**src/rtl/bpa_pkg.sv**
```systemverilog
package bpa_pkg;

	localparam int ADDR_W     = 32;
	localparam int CNT_W      = 12;
	localparam int PAGE_SHIFT = 12;
	localparam int WORD_W     = 32;
	localparam int WORD_SHIFT = 5;
	localparam int PIDX_W     = ADDR_W - PAGE_SHIFT;

	typedef enum logic [1:0] {
		OP_CLEAR = 2'd0,
		OP_ALLOC = 2'd1,
		OP_FREE  = 2'd2
	} op_t;

	typedef enum logic [2:0] {
		ST_OK         = 3'd0,
		ST_FULL       = 3'd1,
		ST_OUTSIDE    = 3'd2,
		ST_MISALIGNED = 3'd3,
		ST_NOT_USED   = 3'd4
	} status_t;

	typedef enum logic [2:0] {
		S_CLEAR,
		S_IDLE,
		S_ALLOC_RD,
		S_ALLOC_CHK,
		S_ALLOC_WR,
		S_FREE_RD,
		S_FREE_CHK,
		S_DONE
	} state_t;

	typedef enum logic [1:0] {
		RD_HINT,
		RD_PTR,
		RD_FREE
	} rd_sel_t;

	typedef struct packed {
		logic    capture;
		logic    rd_en;
		rd_sel_t rd_sel;
		logic    clr_wr;
		logic    ptr_inc;
		logic    alloc_full;
		logic    alloc_take;
		logic    alloc_wr;
		logic    free_fail;
		logic    free_wr;
		logic    free_miss;
		logic    load_out;
	} cmd_t;

	typedef struct packed {
		logic clr_last;
		logic at_end;
		logic has_free;
		logic free_ok;
		logic bit_used;
	} dp_stat_t;

endpackage

```
**src/rtl/bpa_ctrl.sv**
```systemverilog
module bpa_ctrl import bpa_pkg::*; (
	input  logic     clk,
	input  logic     arst_n,
	input  logic     in_valid,
	input  op_t      op,
	input  logic     out_busy,
	input  dp_stat_t stat,
	output logic     in_ready,
	output cmd_t     cmd
);

	state_t state_q;
	state_t state_nx;
	logic   clr_reply_q;

	always_ff @(posedge clk or negedge arst_n) begin
		if (!arst_n) begin
			state_q     <= S_CLEAR;
			clr_reply_q <= 1'b0;
		end else begin
			state_q <= state_nx;
			if (state_q == S_IDLE && in_valid) begin
				clr_reply_q <= (op == OP_CLEAR);
			end
		end
	end

	always_comb begin
		state_nx = state_q;
		case (state_q)
			S_CLEAR: begin
				if (stat.clr_last) begin
					state_nx = clr_reply_q ? S_DONE : S_IDLE;
				end
			end
			S_IDLE: begin
				if (in_valid) begin
					case (op)
						OP_CLEAR: state_nx = S_CLEAR;
						OP_ALLOC: state_nx = S_ALLOC_CHK;
						OP_FREE:  state_nx = S_FREE_RD;
						default:  state_nx = S_DONE;
					endcase
				end
			end
			S_ALLOC_RD:  state_nx = S_ALLOC_CHK;
			S_ALLOC_CHK: begin
				if (stat.at_end) begin
					state_nx = S_DONE;
				end else if (stat.has_free) begin
					state_nx = S_ALLOC_WR;
				end else begin
					state_nx = S_ALLOC_RD;
				end
			end
			S_ALLOC_WR: state_nx = S_DONE;
			S_FREE_RD:  state_nx = stat.free_ok ? S_FREE_CHK : S_DONE;
			S_FREE_CHK: state_nx = S_DONE;
			S_DONE: begin
				if (!out_busy) begin
					state_nx = S_IDLE;
				end
			end
			default: state_nx = S_IDLE;
		endcase
	end

	always_comb begin
		cmd      = '0;
		cmd.rd_sel = RD_HINT;
		in_ready = 1'b0;
		case (state_q)
			S_CLEAR: cmd.clr_wr = 1'b1;
			S_IDLE: begin
				in_ready    = 1'b1;
				cmd.rd_en   = 1'b1;
				cmd.rd_sel  = RD_HINT;
				cmd.capture = in_valid;
			end
			S_ALLOC_RD: begin
				cmd.rd_en  = 1'b1;
				cmd.rd_sel = RD_PTR;
			end
			S_ALLOC_CHK: begin
				if (stat.at_end) begin
					cmd.alloc_full = 1'b1;
				end else if (stat.has_free) begin
					cmd.alloc_take = 1'b1;
				end else begin
					cmd.ptr_inc = 1'b1;
				end
			end
			S_ALLOC_WR: cmd.alloc_wr = 1'b1;
			S_FREE_RD: begin
				if (stat.free_ok) begin
					cmd.rd_en  = 1'b1;
					cmd.rd_sel = RD_FREE;
				end else begin
					cmd.free_fail = 1'b1;
				end
			end
			S_FREE_CHK: begin
				if (stat.bit_used) begin
					cmd.free_wr = 1'b1;
				end else begin
					cmd.free_miss = 1'b1;
				end
			end
			S_DONE: cmd.load_out = !out_busy;
			default: cmd = '0;
		endcase
	end

endmodule

```
**src/rtl/bpa_dp.sv**
```systemverilog
module bpa_dp import bpa_pkg::*; #(
	parameter int PAGE_COUNT = 3584
) (
	input  logic              clk,
	input  logic              arst_n,
	input  cmd_t              cmd,
	input  logic [ADDR_W-1:0] base_page,
	input  logic [ADDR_W-1:0] free_address,
	output dp_stat_t          stat,
	output logic [ADDR_W-1:0] page_address,
	output status_t           status,
	output logic [CNT_W-1:0]  used_count,
	output logic [CNT_W-1:0]  free_count
);

	localparam int NWORDS = (PAGE_COUNT + WORD_W - 1) / WORD_W;
	localparam int AW     = (NWORDS > 1) ? $clog2(NWORDS) : 1;
	localparam int HW     = $clog2(NWORDS + 1);
	localparam int CW     = $clog2(PAGE_COUNT + 1);
	localparam int REM    = PAGE_COUNT - WORD_W * (NWORDS - 1);
	localparam logic [WORD_W-1:0] LAST_MASK =
		(REM == WORD_W) ? {WORD_W{1'b1}} : WORD_W'((64'd1 << REM) - 64'd1);

	logic [WORD_W-1:0] mem [NWORDS];

	logic [HW-1:0]         hint_q;
	logic [HW-1:0]         ptr_q;
	logic [CW-1:0]         used_q;
	logic [AW-1:0]         clr_cnt_q;
	logic [ADDR_W-1:0]     faddr_q;
	logic [WORD_W-1:0]     rdata_q;
	logic [WORD_SHIFT-1:0] bitpos_q;
	logic [ADDR_W-1:0]     addr_q;
	status_t               status_q;

	logic [ADDR_W-1:0]     offset;
	logic [PIDX_W-1:0]     pg;
	logic                  in_range;
	logic                  aligned;
	logic [AW-1:0]         fw;
	logic [WORD_SHIFT-1:0] fb;
	status_t               free_code;
	logic [AW-1:0]         rd_addr;
	logic                  wr_en;
	logic [AW-1:0]         wr_addr;
	logic [WORD_W-1:0]     wr_data;
	logic                  ptr_last;
	logic [WORD_W-1:0]     free_bits;
	logic [WORD_SHIFT-1:0] first;

	// free request checks, region first, then alignment
	assign offset    = faddr_q - base_page;
	assign pg        = offset[ADDR_W-1:PAGE_SHIFT];
	assign in_range  = pg < PIDX_W'(PAGE_COUNT);
	assign aligned   = faddr_q[PAGE_SHIFT-1:0] == '0;
	assign fw        = pg[WORD_SHIFT +: AW];
	assign fb        = pg[WORD_SHIFT-1:0];
	assign free_code = !in_range ? ST_OUTSIDE : (!aligned ? ST_MISALIGNED : ST_OK);

	always_comb begin
		case (cmd.rd_sel)
			RD_HINT: rd_addr = hint_q[AW-1:0];
			RD_PTR:  rd_addr = ptr_q[AW-1:0];
			RD_FREE: rd_addr = fw;
			default: rd_addr = ptr_q[AW-1:0];
		endcase
	end

	always_comb begin
		wr_en   = 1'b0;
		wr_addr = clr_cnt_q;
		wr_data = '0;
		if (cmd.clr_wr) begin
			wr_en = 1'b1;
		end else if (cmd.alloc_wr) begin
			wr_en   = 1'b1;
			wr_addr = ptr_q[AW-1:0];
			wr_data = rdata_q | (WORD_W'(1) << bitpos_q);
		end else if (cmd.free_wr) begin
			wr_en   = 1'b1;
			wr_addr = fw;
			wr_data = rdata_q & ~(WORD_W'(1) << fb);
		end
	end

	always_ff @(posedge clk) begin
		if (wr_en) begin
			mem[wr_addr] <= wr_data;
		end
		if (cmd.rd_en) begin
			rdata_q <= mem[rd_addr];
		end
	end

	// pad bits past the last page read as used
	assign ptr_last  = ptr_q == HW'(NWORDS - 1);
	assign free_bits = ~rdata_q & (ptr_last ? LAST_MASK : {WORD_W{1'b1}});

	always_comb begin
		first = '0;
		for (int i = WORD_W - 1; i >= 0; i--) begin
			if (free_bits[i]) begin
				first = WORD_SHIFT'(i);
			end
		end
	end

	assign stat.clr_last = clr_cnt_q == AW'(NWORDS - 1);
	assign stat.at_end   = ptr_q == HW'(NWORDS);
	assign stat.has_free = |free_bits;
	assign stat.free_ok  = free_code == ST_OK;
	assign stat.bit_used = rdata_q[fb];

	always_ff @(posedge clk or negedge arst_n) begin
		if (!arst_n) begin
			hint_q    <= '0;
			used_q    <= '0;
			clr_cnt_q <= '0;
		end else begin
			if (cmd.clr_wr) begin
				hint_q    <= '0;
				used_q    <= '0;
				clr_cnt_q <= stat.clr_last ? '0 : clr_cnt_q + 1'b1;
			end
			if (cmd.alloc_full) begin
				hint_q <= HW'(NWORDS);
			end
			if (cmd.alloc_wr) begin
				hint_q <= ptr_q;
				used_q <= used_q + 1'b1;
			end
			if (cmd.free_wr) begin
				used_q <= used_q - 1'b1;
				if (HW'(fw) < hint_q) begin
					hint_q <= HW'(fw);
				end
			end
		end
	end

	always_ff @(posedge clk) begin
		if (cmd.capture) begin
			faddr_q  <= free_address;
			ptr_q    <= hint_q;
			addr_q   <= '0;
			status_q <= ST_OK;
		end
		if (cmd.ptr_inc) begin
			ptr_q <= ptr_q + 1'b1;
		end
		if (cmd.alloc_take) begin
			bitpos_q <= first;
		end
		if (cmd.alloc_full) begin
			status_q <= ST_FULL;
		end
		if (cmd.alloc_wr) begin
			addr_q <= base_page +
				(ADDR_W'({ptr_q[AW-1:0], bitpos_q}) << PAGE_SHIFT);
		end
		if (cmd.free_fail) begin
			status_q <= free_code;
		end
		if (cmd.free_miss) begin
			status_q <= ST_NOT_USED;
		end
	end

	assign page_address = addr_q;
	assign status       = status_q;
	assign used_count   = CNT_W'(used_q);
	assign free_count   = CNT_W'(CW'(PAGE_COUNT) - used_q);

endmodule

```
**src/rtl/bitmap_page_allocator.sv**
```systemverilog
// First-fit page frame allocator over PAGE_COUNT pages of 4 KiB starting at
// region_base (low twelve bits ignored). The page map is held one bit per
// page in a memory of 32-bit words; a hint pointer marks the lowest word that
// may still hold a free page, so allocate starts its search there. Each
// transaction on the input stream is one request (clear, allocate or free)
// and produces exactly one result transaction with the page address, a
// status code and the used and free page counts after the request. The
// block works on one request at a time; the result sits in an output
// register, so the next request is taken while the previous result waits.
// Allocate reads the word at the hint on acceptance, checks it, and while the
// word holds no free page reads and checks the next one; it writes the word
// back with the bit set when it finds a free page, and reports full once it
// has stepped past the last word. Free checks region and alignment and, if
// both pass, reads the word and clears the bit or reports a page not in use;
// the unused op code goes straight to the result; clear sweeps the map one word per cycle.
// After reset the same sweep runs with s_tready low; configuration writes are
// taken at any time and must only happen while no request is in flight.
module bitmap_page_allocator import bpa_pkg::*; #(
	parameter int PAGE_COUNT = 3584
) (
	input  logic        clk,
	input  logic        arst_n,
	// configuration write: region_base
	input  logic        cfg_valid,
	output logic        cfg_ready,
	input  logic [31:0] cfg_data,
	// request stream
	input  logic        s_tvalid,
	output logic        s_tready,
	input  logic [31:0] s_tdata,   // [31:0] free_address
	input  logic [1:0]  s_tuser,   // [1:0] op
	// result stream
	output logic        m_tvalid,
	input  logic        m_tready,
	output logic [63:0] m_tdata    // [31:0] page_address, [34:32] status,
	                               // [46:35] used_count, [58:47] free_count
);

	logic [ADDR_W-1:0] base_q;
	logic [ADDR_W-1:0] base_page;
	logic              m_tvalid_q;
	logic [63:0]       m_tdata_q;
	logic              out_busy;
	cmd_t              cmd;
	dp_stat_t          stat;
	logic [ADDR_W-1:0] page_address;
	status_t           status;
	logic [CNT_W-1:0]  used_count;
	logic [CNT_W-1:0]  free_count;

	// region base register, always ready
	assign cfg_ready = 1'b1;

	always_ff @(posedge clk or negedge arst_n) begin
		if (!arst_n) begin
			base_q <= 32'h0020_0000;
		end else if (cfg_valid) begin
			base_q <= cfg_data;
		end
	end

	assign base_page = {base_q[ADDR_W-1:PAGE_SHIFT], {PAGE_SHIFT{1'b0}}};

	// hold the result until the sink takes it
	assign out_busy = m_tvalid_q && !m_tready;

	bpa_ctrl u_ctrl (
		.clk      (clk),
		.arst_n   (arst_n),
		.in_valid (s_tvalid),
		.op       (op_t'(s_tuser)),
		.out_busy (out_busy),
		.stat     (stat),
		.in_ready (s_tready),
		.cmd      (cmd)
	);

	bpa_dp #(
		.PAGE_COUNT (PAGE_COUNT)
	) u_dp (
		.clk          (clk),
		.arst_n       (arst_n),
		.cmd          (cmd),
		.base_page    (base_page),
		.free_address (s_tdata),
		.stat         (stat),
		.page_address (page_address),
		.status       (status),
		.used_count   (used_count),
		.free_count   (free_count)
	);

	always_ff @(posedge clk or negedge arst_n) begin
		if (!arst_n) begin
			m_tvalid_q <= 1'b0;
		end else if (cmd.load_out) begin
			m_tvalid_q <= 1'b1;
		end else if (m_tready) begin
			m_tvalid_q <= 1'b0;
		end
	end

	always_ff @(posedge clk) begin
		if (cmd.load_out) begin
			m_tdata_q <= {5'b0, free_count, used_count, status, page_address};
		end
	end

	assign m_tvalid = m_tvalid_q;
	assign m_tdata  = m_tdata_q;

endmodule
```
**config.mk**
```make
export PLATFORM = sky130hd
export DESIGN_NAME = bitmap_page_allocator
export DESIGN_NICKNAME = d
export VERILOG_FILES = /design/src/rtl/bpa_pkg.sv /design/src/rtl/bpa_ctrl.sv /design/src/rtl/bpa_dp.sv /design/src/rtl/bitmap_page_allocator.sv
export SDC_FILE = /design/constraint.sdc
export NUM_CORES = 2
export LEC_CHECK = 0
export ABC_AREA = 1
export BUFFER_PORTS_ARGS = -buffer_cell sky130_fd_sc_hd__buf_2
export CAP_MARGIN = 10
export CORE_MARGIN = 1
export CORE_UTILIZATION = 55
export CTS_CLUSTER_DIAMETER = 150
export DETAILED_ROUTE_END_ITERATION = 10
export GPL_ROUTABILITY_DRIVEN = 1
export GPL_TIMING_DRIVEN = 1
export PLACE_DENSITY_LB_ADDON = 0.05
export SYNTH_ARGS = -nofsm -noshare
export SYNTH_HDL_FRONTEND = slang
export SYNTH_SLANG_ARGS = --single-unit
```
**constraint.sdc**
```tcl
create_clock -name clk -period 15.85 [get_ports clk]
set_clock_uncertainty 0.2 [all_clocks]
set_input_delay 0.7925 -clock clk [delete_from_list [all_inputs] [get_ports clk]]
set_output_delay 0.7925 -clock clk [all_outputs]
set_load 0.005 [all_outputs]
```
After elaboration in Yosys (flattened, before gate mapping)

Memories as Yosys holds them, arrays and structs flattened. A register that Yosys moved wholly into a read port is not among the register bits.
Cells that the tools add are included.

Memories: 1
Bits of input ports: 71
Register bits after elaboration: 201
Memory bits (writable): 3584
Word-level logic and storage cells: 162

Bitwise logic cells: 4
Eq/ne operators: 15
Order comparisons: 3
Reductions and logical operators: 21
Multiplexer cells: 92
Add/sub/neg operators: 7
Shift-type cells: 2

Memory list:

| memory   | words | bits a word | rd ports | clocked after Yosys merged registers in | write ports | RTL line     | text |
|---|---|---|---|---|---|---|---|
| u_dp.mem | 112   | 32          | 1        | 1                                       | 1           | bpa_dp.sv:24 | `logic [WORD_W-1:0] mem [NWORDS];` |

Operators by type and width:

| operator                                                                        | number |
|---|---|
| 32-bit 2-to-1 mux                                                               | 5 |
| 5-bit 2-to-1 mux                                                                | 16 |
| 7-bit 2-to-1 mux                                                                | 11 |
| 32-bit NOT                                                                      | 2 |
| 1-bit by 5-bit << shifter with 32-bit output (first input constant)             | 2 |
| 3-bit 2-to-1 mux                                                                | 16 |
| 12-bit 2-to-1 mux                                                               | 3 |
| 32-bit by 24-bit adder with 32-bit output                                       | 1 |
| 32-bit AND                                                                      | 1 |
| 4-bit 2-to-1 mux                                                                | 8 |
| 32-bit bitwise OR                                                               | 1 |
| 32-bit OR reduction                                                             | 1 |
| 32-bit subtractor                                                               | 1 |
| 1-bit 2-to-1 mux                                                                | 24 |
| 3-bit case mux with 7 select lines                                              | 1 |
| 20-bit by 12-bit less-than comparator with 1-bit output (second input constant) | 1 |
| 3-bit case mux with 3 select lines                                              | 2 |
| 16-bit OR reduction                                                             | 1 |
| 7-bit by 1-bit adder with 7-bit output (second input constant)                  | 2 |
| 7-bit equality test (second input constant)                                     | 2 |
| 7-bit case mux with 2 select lines                                              | 1 |
| 12-bit by 1-bit adder with 12-bit output (second input constant)                | 1 |
| 3-bit equality test (second input constant)                                     | 4 |
| 12-bit logical NOT                                                              | 1 |
| 22 further kinds                                                                | 36 |

Logic depth before layout (Yosys ltp)

Depth in word-level cells: 32
Depth in mapped cells: 32

By module

From an unflattened synthesis, not the netlist that was laid out.

Cell total of the unflattened synthesis: 13635
Area, all modules: 162005.4 µm²

Modules (own cells, without submodules):

| module                | area each (µm²) | cells an instance | times used |
|---|---|---|---|
| bpa_dp                | 158955.0        | 13406             | 1 |
| bitmap_page_allocator | 2636.3          | 158               | 1 |
| bpa_ctrl              | 414.1           | 71                | 1 |

Worst setup path before layout

OpenSTA, ideal clock, no wires.

Kind: register to register
Start: register base_q[12]
End: memory u_dp.mem[0][14], data pin
Library setup time: 2085 ps
Buffers on the path: 2
Slack: 1381 ps
Data required time: 13565 ps
Stages on the path, launching flop included: 14
Period minus slack after synthesis: 14469 ps
Arrival: 12184 ps
Cells stage by stage: dfrtp_1 -> ha_1 -> fa_1 -> nand2_1 -> clkbuf_1 -> o22ai_1 -> o311ai_0 -> nand3_1 -> nand2_1 -> nand2_1 -> buf_2 -> clkinv_1 -> nor2_2 -> a2111oi_0

Longest elaborated chain between the ends: 8

RTL lines:

| item                                      | RTL line                    | text |
|---|---|---|
| start: declaration                        | bitmap_page_allocator.sv:39 | `logic [ADDR_W-1:0] base_q;` |
| start signal: assignment                  | bitmap_page_allocator.sv:58 | `base_q <= cfg_data;` |
| 32-bit subtractor *                       | bpa_dp.sv:52                | `assign offset = faddr_q - base_page;` |
| 1-bit binary-select mux with 5-bit select | bpa_dp.sv:112               | `assign stat.bit_used = rdata_q[fb];` |
| 1-bit 2-to-1 mux (implied by the code)    | bpa_dp.sv:112               |  |
| 1-bit 2-to-1 mux                          | bpa_ctrl.sv:103             | `if (stat.bit_used) begin` |
| 2-bit 2-to-1 mux                          | bpa_ctrl.sv:72              | `case (state_q)` |
| 32-bit 2-to-1 mux *                       | bpa_dp.sv:79                | `end else if (cmd.free_wr) begin` |
| 32-bit 2-to-1 mux *                       | bpa_dp.sv:75                | `end else if (cmd.alloc_wr) begin` |
| 32-bit 2-to-1 mux *                       | bpa_dp.sv:73                | `if (cmd.clr_wr) begin` |
| net u_dp.wr_data[14]                      | bpa_dp.sv:46                | `logic [WORD_W-1:0] wr_data;` |
| end: declaration                          | bpa_dp.sv:24                |  |

Mark *: on every way through the listed nets, which the timed path passes. The rest lies on a longest branch. The select of a mux whose other input is x is not followed.

Worst setup path in the final report

Start: register base_q[21]
End: register u_dp.rdata_q[10], read port of u_dp.mem, data pin

Longest elaborated chain between the ends: 8

RTL lines:

| item                                                            | RTL line       | text |
|---|---|---|
| 32-bit subtractor *                                             | bpa_dp.sv:52   |  |
| 20-bit by 12-bit less-than comparator with 1-bit output         | bpa_dp.sv:54   | `assign in_range = pg < PIDX_W'(PAGE_COUNT);` |
| 3-bit 2-to-1 mux                                                | bpa_dp.sv:58   | `assign free_code = !in_range ? ST_OUTSIDE : (!aligned ? ST_MISALIGNED : ST_OK);` |
| 3-bit logical NOT                                               | bpa_dp.sv:111  | `assign stat.free_ok = free_code == ST_OK;` |
| 3-bit 2-to-1 mux                                                | bpa_ctrl.sv:95 | `if (stat.free_ok) begin` |
| 3-bit case mux with 3 select lines                              | bpa_ctrl.sv:72 |  |
| 2-bit equality test / 2-bit logical NOT (equally long branches) | bpa_dp.sv:61   | `case (cmd.rd_sel)` |
| 7-bit case mux with 2 select lines                              | bpa_dp.sv:61   |  |
| end: declaration                                                | bpa_dp.sv:31   | `logic [WORD_W-1:0] rdata_q;` |

Every way passes the cells marked *; elsewhere a longest branch is shown, timed or not.
A chain may end at the register's enable or synchronous reset.

==> impl_metrics.csv <==
group,metric,value,unit
timing,grt_setup_unrepaired,"no",
synth,synth_compound_area_share,2.064,%
placement,hpwl,244500,um
synth,syn_area_per_cell,11.84,sq um
pwr,p_leak,58.42,nW
clock_network,cts.sinks,3780,
critical_path,worst_ep_required_time,16.31,ns
synth,ys_seq_elements,3780,
drt,firstDrtPassIters,6,
synth,async_reset_ff_share,1.349,%
timing,fmax,108.2,MHz
cells_and_area,layout-drive-gt1-share,8.323,%
synth,ys_warn_count,0,
drt,initialDrtViolationCount,14230,
die,ios,138,
die,die_width,536.5,um
cells_and_area,design_area,174900,sq um
timing,post-route-min-period,9.242,ns
global_route,grt_usage,33.02,%
die,core,283300,sq um
run_status,status,"finished, final reports clean",
global_route,first_global_vias,102500,
drt,wl_met3,46330,um
critical_path,arrival,9.70,ns
timing,slew_viol_final,0,
cells_and_area,layout.cells.non_filler,17240,
synth,muxShareOfSynthArea,0.007167,%
clock_network,cts_tree,"done",
global_route,grt_pass1_wl,691800,um
timing,worst_pin_slew,1.304,ns
clock_network,cts_made_buffers,390,
pwr,ir_worst_vdd,0.1045,mV
pwr,powerDensity,114.8,nW/um^2
timing,period_share,58.31,%
placement,numPortBuffers,107,
timing,timing.hold.ws,0.1044,ns
synth,synth-simple-area-share,21.48,%
die,core.rowCount,195,
clock_network,cts_setup_buffers,0,
critical_path,start_kind,"register",
die,die_height,536.5,um
placement,dpl_cell_area,161700,sq um
global_route,grt_max_degree,182,
clock_network,clock_latency,0.98,ns
drt,routed_wl,481600,um
synth,ys_types,58,
clock_network,clockRootBuffer,"clkbuf_16",
drt,drcViolationCount,0,
critical_path,cp_max_fo,150,
clock_network,cts-htree-levels,5,
timing,setup_tns,0,ns
synth,ys_seq_area_share,72.06,%
critical_path,critPathKind,"reg -> reg",
critical_path,cp-end-kind,"register",
drt,drtAntennaViolNets,0,
synth,synth_adder_area_share,0.3599,%
cells_and_area,post-route-util,61.73,%
synth,synth_top_family_by_area,"simple AND/OR/NAND/NOR gates",
drt,viasPerCell,6.248,
clock_network,clk_transition_reported_paths,0.06,ns
drt,met2_wirelength,224100,um
critical_path,crit_top_cell,"nand2_1",
timing,hold_viol,0,
synth,syn_inst,13270,
global_route,antenna_found_initial,21,
cells_and_area,fin_nets,13290,
run,cap_violations,0,
drt,highest_layer,"met5",
critical_path,cpPeakStageDelay,0.80,ns
synth,synth-main-ff-cell,"edfxtp_1",
global_route,grt_overflow_total,0,
critical_path,crit_slowest_cell,"buf_4",
synth,synth-edff-count,3726,
placement,dp.cells,16470,
die,start_util,55.47,%
clock_network,clock_path_buffers,4,
drt,wl_met1,188600,um
synth,synth_xor_area_share,0.1226,%
timing,setup_violations,0,
worst_hold_path,hold_class,"in -> reg",
timing,max_slew_margin,13.08,%
synth,netlist_area,157100,sq um
die,die_area,287800,sq um
placement,place.gp.congestion,0.8896,
drt,via_count,107700,
drt,wl_per_cell,27.94,um
cells_and_area,areaGrowthSynthToFinish,11.29,%
==> state kept, by name, summed over array words and instances (netlist names), 3 cells and up <==
register / count
u_dp.mem: 3584
m_tdata: 46
u_dp.faddr_q: 32
u_dp.rdata_q: 32
base_q: 20
u_dp.page_address: 20
u_dp.used_count: 12
u_dp.clr_cnt_q: 7
u_dp.hint_q: 7
u_dp.ptr_q: 7
u_dp.bitpos_q: 5
u_ctrl.state_q: 3
u_dp.status: 3
==> stage by stage <==
| stage | total power, mW | setup WS (ns) |
|---|---|---|
| after floorplan | 11.11 | 1.381 |
| after global placement | 11.16 | 6.732 |
| after detailed placement | 11.16 | 6.716 |
| after CTS | 20.16 | 6.698 |
| after global routing | 20.54 | 6.049 |
| final | 20.07 | 6.608 |
==> cell usage after synthesis, drive strengths merged (18+ instances only) <==
cell type	count	area, sq um
buf	551	2974
edfxtp	3726	111900
ha	42	525.5
xor2	18	157.7
nor2	503	1898
a21oi	69	349.1
nand2	3122	11730
o21ai	244	1221
nand4	531	3337
clkbuf	402	1509
inv	430	1614
nand3	3283	16440
dfrtp	50	1251
o22ai	18	118.9
nor3	38	200.2
o211ai	140	1051
==> cell type report <==
type                       instances  area [sq um]
multi-input combinational       8116         39160
clock inverter                   232          2305
clock buffer                     476         10270
fill                           21910        108400
antenna                            5         12.51
sequential                      3780        113200
tap                             3743          4683
inverter                         438          1677
timing repair buffer             451          3521
==> final timing paths <==
path | cells after the start | end | startpoint | slack, ns
worst max register to register | 30 | u_dp.rdata_q[10] | base_q[21] | 6.61
worst min register to register | 0 | m_tdata[27] | u_dp.page_address[27] | 0.22
worst max-delay path | 30 | u_dp.rdata_q[10] | base_q[21] | 6.61
worst min-delay path | 5 | u_ctrl.state_q[2] | s_tvalid | 0.10
min in group asynchronous | 3 | base_q[25] | arst_n | 0.33
max in group asynchronous | 3 | u_dp.clr_cnt_q[0] | arst_n | 14.57
==> layout by cell type (no fill, tap or decap), drive strengths merged, types with 7 or more instances in the layout <==
cell and count:
conb 18, nand3 3283, nor4 11, nand4 531
o22ai 18, o21a 7, o221ai 16, o21ai 244
edfxtp 3726, xor2 18, clkbuf 476, dlygate4sd3 56
dfrtp 50, nand2 3122, clkinvlp 14, ha 42
bufinv 41, clkinv 177, nor2 503, o211ai 140
nor3 38, buf 395, a31oi 10, inv 438
a21oi 69
==> power by group <==
| part | leakage, nW | total, mW | internal (mW) | switching (mW) |
|---|---|---|---|---|
| clock | 6.11 | 9.10 | 5.27 | 3.83 |
| combinational | 25.7 | 0.147 | 0.0476 | 0.0991 |
| sequential | 26.6 | 10.8 | 10.8 | 0.00351 |
==> critical path: cells and delay by family, from the launching register on <==
family / cells / cell delay (ns)
compound gates: 1 / 0.14
fa+ha+maj: 1 / 0.36
buf+inv: 8 / 3.31
flops: 1 / 0.53
simple gates: 20 / 4.08
==> routing by layer <==
layer	global-route usage, %	up-vias
li1	-	47740
met1	44.74	53540
met2	52.61	5443
met3	6.018	989
met4	14.33	2
met5	0	-
==> cell families after synthesis <==
family / count (synthesis)
and+or+nand+nor: 7499
DFF: 3780
AOI/OAI and AO/OA: 532
muxes: 1
buffers and inverters: 1391
adders and majority gates: 44
other: 2
xor gates and xnor gates: 22
==> timing repair <==
item | in CTS | in global routing
hold buffers | 56 | 0
gates resized for setup | 0 | 0
hold endpoints to repair | 105 | 0
(Power assumes the default switching activity.)
